==> config.mk <==
export PLATFORM = sky130hd
export DESIGN_NAME = dpm_ptab
export DESIGN_NICKNAME = d
export VERILOG_FILES = /design/src/dpm_pkg.sv /design/src/dpm_ptab.sv
export SDC_FILE = /design/constraint.sdc
export NUM_CORES = 2
export LEC_CHECK = 0
export BUFFER_PORTS_ARGS = -buffer_cell sky130_fd_sc_hd__buf_4
export CORE_MARGIN = 5
export CORE_UTILIZATION = 50
export DETAILED_ROUTE_END_ITERATION = 8
export GPL_TIMING_DRIVEN = 0
export PLACE_DENSITY = 0.62
export SYNTH_ARGS = -nofsm -noshare
export SYNTH_HDL_FRONTEND = slang
export SYNTH_SLANG_ARGS = --single-unit
==> constraint.sdc <==
create_clock -name clk -period 6.4 [get_ports clk]
set_input_delay 0.96 -clock clk [delete_from_list [all_inputs] [get_ports clk]]
set_output_delay 0.96 -clock clk [all_outputs]
set_load 0.02 [all_outputs]
==> src/dpm_pkg.sv <==
// ----------------------------------------------------------------------------
// dpm_pkg
// Shared constants and types for the demand-paging memory block.
// ----------------------------------------------------------------------------
package dpm_pkg;

  localparam int OFFSET_BITS = 12;
  localparam int NUM_FRAMES  = 64;
  localparam int VADDR_BITS  = 32;

  localparam int FRAME_BITS = (NUM_FRAMES > 1) ? $clog2(NUM_FRAMES) : 1;
  localparam int CNT_BITS   = $clog2(NUM_FRAMES + 1);
  localparam int VPN_BITS   = VADDR_BITS - OFFSET_BITS;
  localparam int PHYS_BITS  = 18;
  localparam int PADDR_BITS = FRAME_BITS + OFFSET_BITS;
  localparam int LANES      = 4;
  localparam int LANE_BITS  = 2;
  localparam int ROW_BITS   = PADDR_BITS - LANE_BITS;
  localparam int ROWS       = 1 << ROW_BITS;

  // access kinds
  localparam logic [2:0] KIND_RD8  = 3'd0;
  localparam logic [2:0] KIND_RD16 = 3'd1;
  localparam logic [2:0] KIND_RD32 = 3'd2;
  localparam logic [2:0] KIND_WR8  = 3'd3;
  localparam logic [2:0] KIND_WR16 = 3'd4;
  localparam logic [2:0] KIND_WR32 = 3'd5;

  typedef enum logic [1:0] {
    S_CLEAR,
    S_IDLE,
    S_LOOK,
    S_RESP
  } state_t;

  typedef struct packed {
    logic                               hit;
    logic                               full;
    logic [FRAME_BITS-1:0]              frame;
  } ptab_res_t;

  typedef struct packed {
    logic [LANES-1:0]                   we;
    logic [LANES-1:0]                   re;
    logic [LANES-1:0][ROW_BITS-1:0]     row;
    logic [LANES-1:0][7:0]              wdata;
  } mem_req_t;

endpackage

==> src/dpm_ptab.sv <==
// ----------------------------------------------------------------------------
// dpm_ptab
// Page table: one page number per claimed frame, searched in parallel.
// ----------------------------------------------------------------------------
module dpm_ptab (
  input  logic                         clk,
  input  logic                         rst,
  input  logic [dpm_pkg::VPN_BITS-1:0] vpn,
  input  logic                         claim,
  output dpm_pkg::ptab_res_t           res
);

  logic [dpm_pkg::VPN_BITS-1:0]   tbl [dpm_pkg::NUM_FRAMES];
  logic [dpm_pkg::CNT_BITS-1:0]   used;
  logic [dpm_pkg::FRAME_BITS-1:0] hit_frame;
  logic                           hit_any;

  always_ff @(posedge clk) begin
    if (rst) begin
      used <= '0;
    end else if (claim) begin
      used <= used + 1'b1;
    end
  end

  always_ff @(posedge clk) begin
    if (claim) begin
      tbl[used[dpm_pkg::FRAME_BITS-1:0]] <= vpn;
    end
  end

  // only slots below the fill count hold a page number
  always_comb begin
    hit_frame = '0;
    hit_any   = 1'b0;
    for (int i = 0; i < dpm_pkg::NUM_FRAMES; i++) begin
      if ((dpm_pkg::CNT_BITS'(i) < used) && (tbl[i] == vpn)) begin
        hit_any   = 1'b1;
        hit_frame = hit_frame | dpm_pkg::FRAME_BITS'(i);
      end
    end
    res.hit   = hit_any;
    res.full  = (used == dpm_pkg::CNT_BITS'(dpm_pkg::NUM_FRAMES));
    res.frame = hit_any ? hit_frame : used[dpm_pkg::FRAME_BITS-1:0];
  end

endmodule

==> results.toml <==
[sta]
fin_hold_ws_ns = 0.4342
slew_violations = 0
rsz0062_at_grt = "true"
period_share = 1.032
fin_crit_ns = 6.605
max_slew_margin = 0.04225
fin_skew_ns = 0.02166
fin_ws_ns = -0.2052
max_freq_mhz = 151.4
finalSetupTns_ns = -0.2542
hold_viol_final = 0
finalSetupViolCount = 2
tightest_slew_ns = 1.437

[floorplanning]
core-area_mm2 = 0.1120
rows = 123
die_w_um = 345.3
die_h_um = 345.3
start_util = 0.5017
boundaryPins = 31
dieArea_mm2 = 0.1192

[cells_and_area]
final_cell_mix = "edfxtp_1, xor2_1, xnor2_1"
mostFrequentLayoutCell = "edfxtp_1"
final_cells = 5391
antennaDiodeCount = 0
final_cell_area_mm2 = 0.06400
drive_gt1_frac = 0.1385
finish.net_count = 3811
area_growth_syn_to_layout_pct = 13.86

[setup_path]
crit_start = "vpn[8]"
start_kind = "input pin"
cp.required_ns = 5.44
reg2reg_depth = 5
cp.arrival_ns = 5.65
cp_top_family = "simple AND/OR/NAND/NOR gates"
end_kind = "output pin"
slowest_stage = "nor4_4"
path_cells = "buf_8, buf_4, buf_6, xor2_1, nor4_1, o2111ai_1, nor4_4, a31oi_1, nand4_1, nor4_2, nand2_2, mux2i_1, buf_4"
critical-path-max-stage-delay_ns = 0.74
path_common_cell = "buf_4"
path_buf_inv = 4
cp_max_fo = 65
cp_num_cells = 13
r2r_start = "used[1]$_SDFFE_PP0P_"
worstSetupPathType = "in2out"

[logic_synthesis]
synth_top_area_cell = "edfxtp_1"
synthArstFlopShare = 0
syn_nets = 3588
synth_edf_count = 1280
ys_types = 79
ys_warn_count = 0
ys_ff_latch = 1287
yosysTopAreaCellShare = 0.6838
synth_cells = 3563
syn_area_mm2 = 0.05621
ys_seq_area_frac = 0.6863
synth_area_leaders = "edfxtp_1, xor2_1, xnor2_1"
syn_avg_cell_area_um2 = 15.78
synthFlopType = "edfxtp_1"

[place]
dpl.hpwl_mm = 114.5
dpl_worst_slack_ns = -1.049
gp_congestion = 1.064
dpl.cell_count = 5146
port_buffers = 30
placed_area_mm2 = 0.05942

[job]
cap_violations = 0

[route]
drtIter0Drc = 5999
vias_per_cell = 6.299
wirelength_mm = 204.8
ant_nets = 0
wl_per_cell_um = 37.99
firstDrtPassIters = 6
drc = 0
via_count = 33956

[outcome]
status = "finished, violations left"
violations = "setup timing"

[power_and_ir_drop]
p_leak_uw = 0.02050
p_per_area_mw_per_mm2 = 285.1
ir_drop_uv = 200.0

[cts]
cts.clk_slew.worst_paths_ns = 0.06
cts_root_buf = "clkbuf_16"
htree_levels = 4
ctsLongestPathBuffers = 3
cts.sinks = 1287
cts_tree = "yes"
clkLatencyLatePin_ns = 0.76
cts_setup_buffers = 0
cts-buffers-inserted = 138

[global_route]
grt_overflow = 0
antenna_found_initial = 4
grt_pass1_wl_mm = 271.1
grt_pass1_vias = 31383
grt.total_usage = 0.3348
grt_start_max_net_pins = 66

[hold_path]
holdCritPathClass = "in2reg"
worstHoldStart = "rst"
hold_depth = 2
routing by layer:
metal | up-vias | part of all wire | track usage
met2 | 2527 | 0.44 | 0.5022
met4 | 0 | 0.056 | 0.1588
met3 | 503 | 0.13 | 0.08149
met1 | 17315 | 0.38 | 0.4639
li1 | 13611 | - | -
met5 | - | 0 | 0
flip-flops by register name, summed over array words and instances, names as in the netlist:
| name | cells |
|---|---|
| used | 7 |
| tbl | 1280 |
cells in the mapped netlist (7+ instances only):
library cell / count
nor3_1: 56
a21oi_1: 19
xnor2_1: 504
nor4_1: 225
buf_2: 14
buf_4: 88
edfxtp_1: 1280
o2111ai_1: 8
nand4_1: 170
dfxtp_1: 7
nand3_1: 37
or4_1: 9
buf_6: 57
nand2b_1: 7
o21ai_0: 7
nor2_1: 117
xor2_1: 779
nand2_1: 58
metrics by stage:
step,util,power (uW)
2_1_floorplan,-,10080
3_3_place_gp,0.5205,10720
3_5_place_dp,0.5303,10740
4_1_cts,0.5704,18210
5_1_grt,0.5713,18600
6_report,0.5713,18250
kinds of logic after synthesis:
kind of cell | after synthesis | share of synthesized area
DFF | 1287 | 0.6863
xor gates and xnor gates | 1283 | 0.1999
buffers and inverters | 169 | 0.02549
muxes | 6 | 0.001425
AOI/OAI and AO/OA | 82 | 0.01157
adders and majority gates | 2 | 0.0004451
and+or+nand+nor | 734 | 0.07486
repair_timing:
item,4_1_cts,5_1_grt
pin swaps,0,0
endpoints found under the setup margin,7,6
endpoints found under the hold margin,0,0
hold buffers,0,0
resized for setup,60,19
power by group:
part	switching [uW]	leakage (uW)	total, uW	internal (uW)
Combinational	967	0.00686	1300	338
Sequential	9.90	0.0116	9310	9300
Clock	3360	0.00206	7640	4280
Total	4340	0.0205	18200	13900
final cells by class:
| class | count | area (um^2) |
|---|---|---|
| clock inverter | 73 | 595.6 |
| clock buffer | 172 | 3623 |
| multi-input combinational | 2107 | 16530 |
| tap | 1500 | 1877 |
| buffer | 167 | 1433 |
| timing repair buffer | 83 | 1354 |
| fill | 8835 | 48040 |
| sequential | 1287 | 38580 |
| inverter | 2 | 7.507 |
path summary, 6_finish.rpt:
| check | endpoint | slack, ns |
|---|---|---|
| max | res[0] | -0.21 |
| min | used[6]$_SDFFE_PP0P_ | 0.43 |
| max reg2reg | tbl[16][6]$_DFFE_PP_ | 2.45 |
| min reg2reg | used[2]$_SDFFE_PP0P_ | 0.76 |
worst register-to-register path, delay by kind of cell (launching register included):
family | cells | cell delay (ns)
flip-flops | 1 | 0.32
AND/OR/NAND/NOR | 3 | 2.84
buffers and inverters | 2 | 0.38
(Power assumes the default switching activity.)
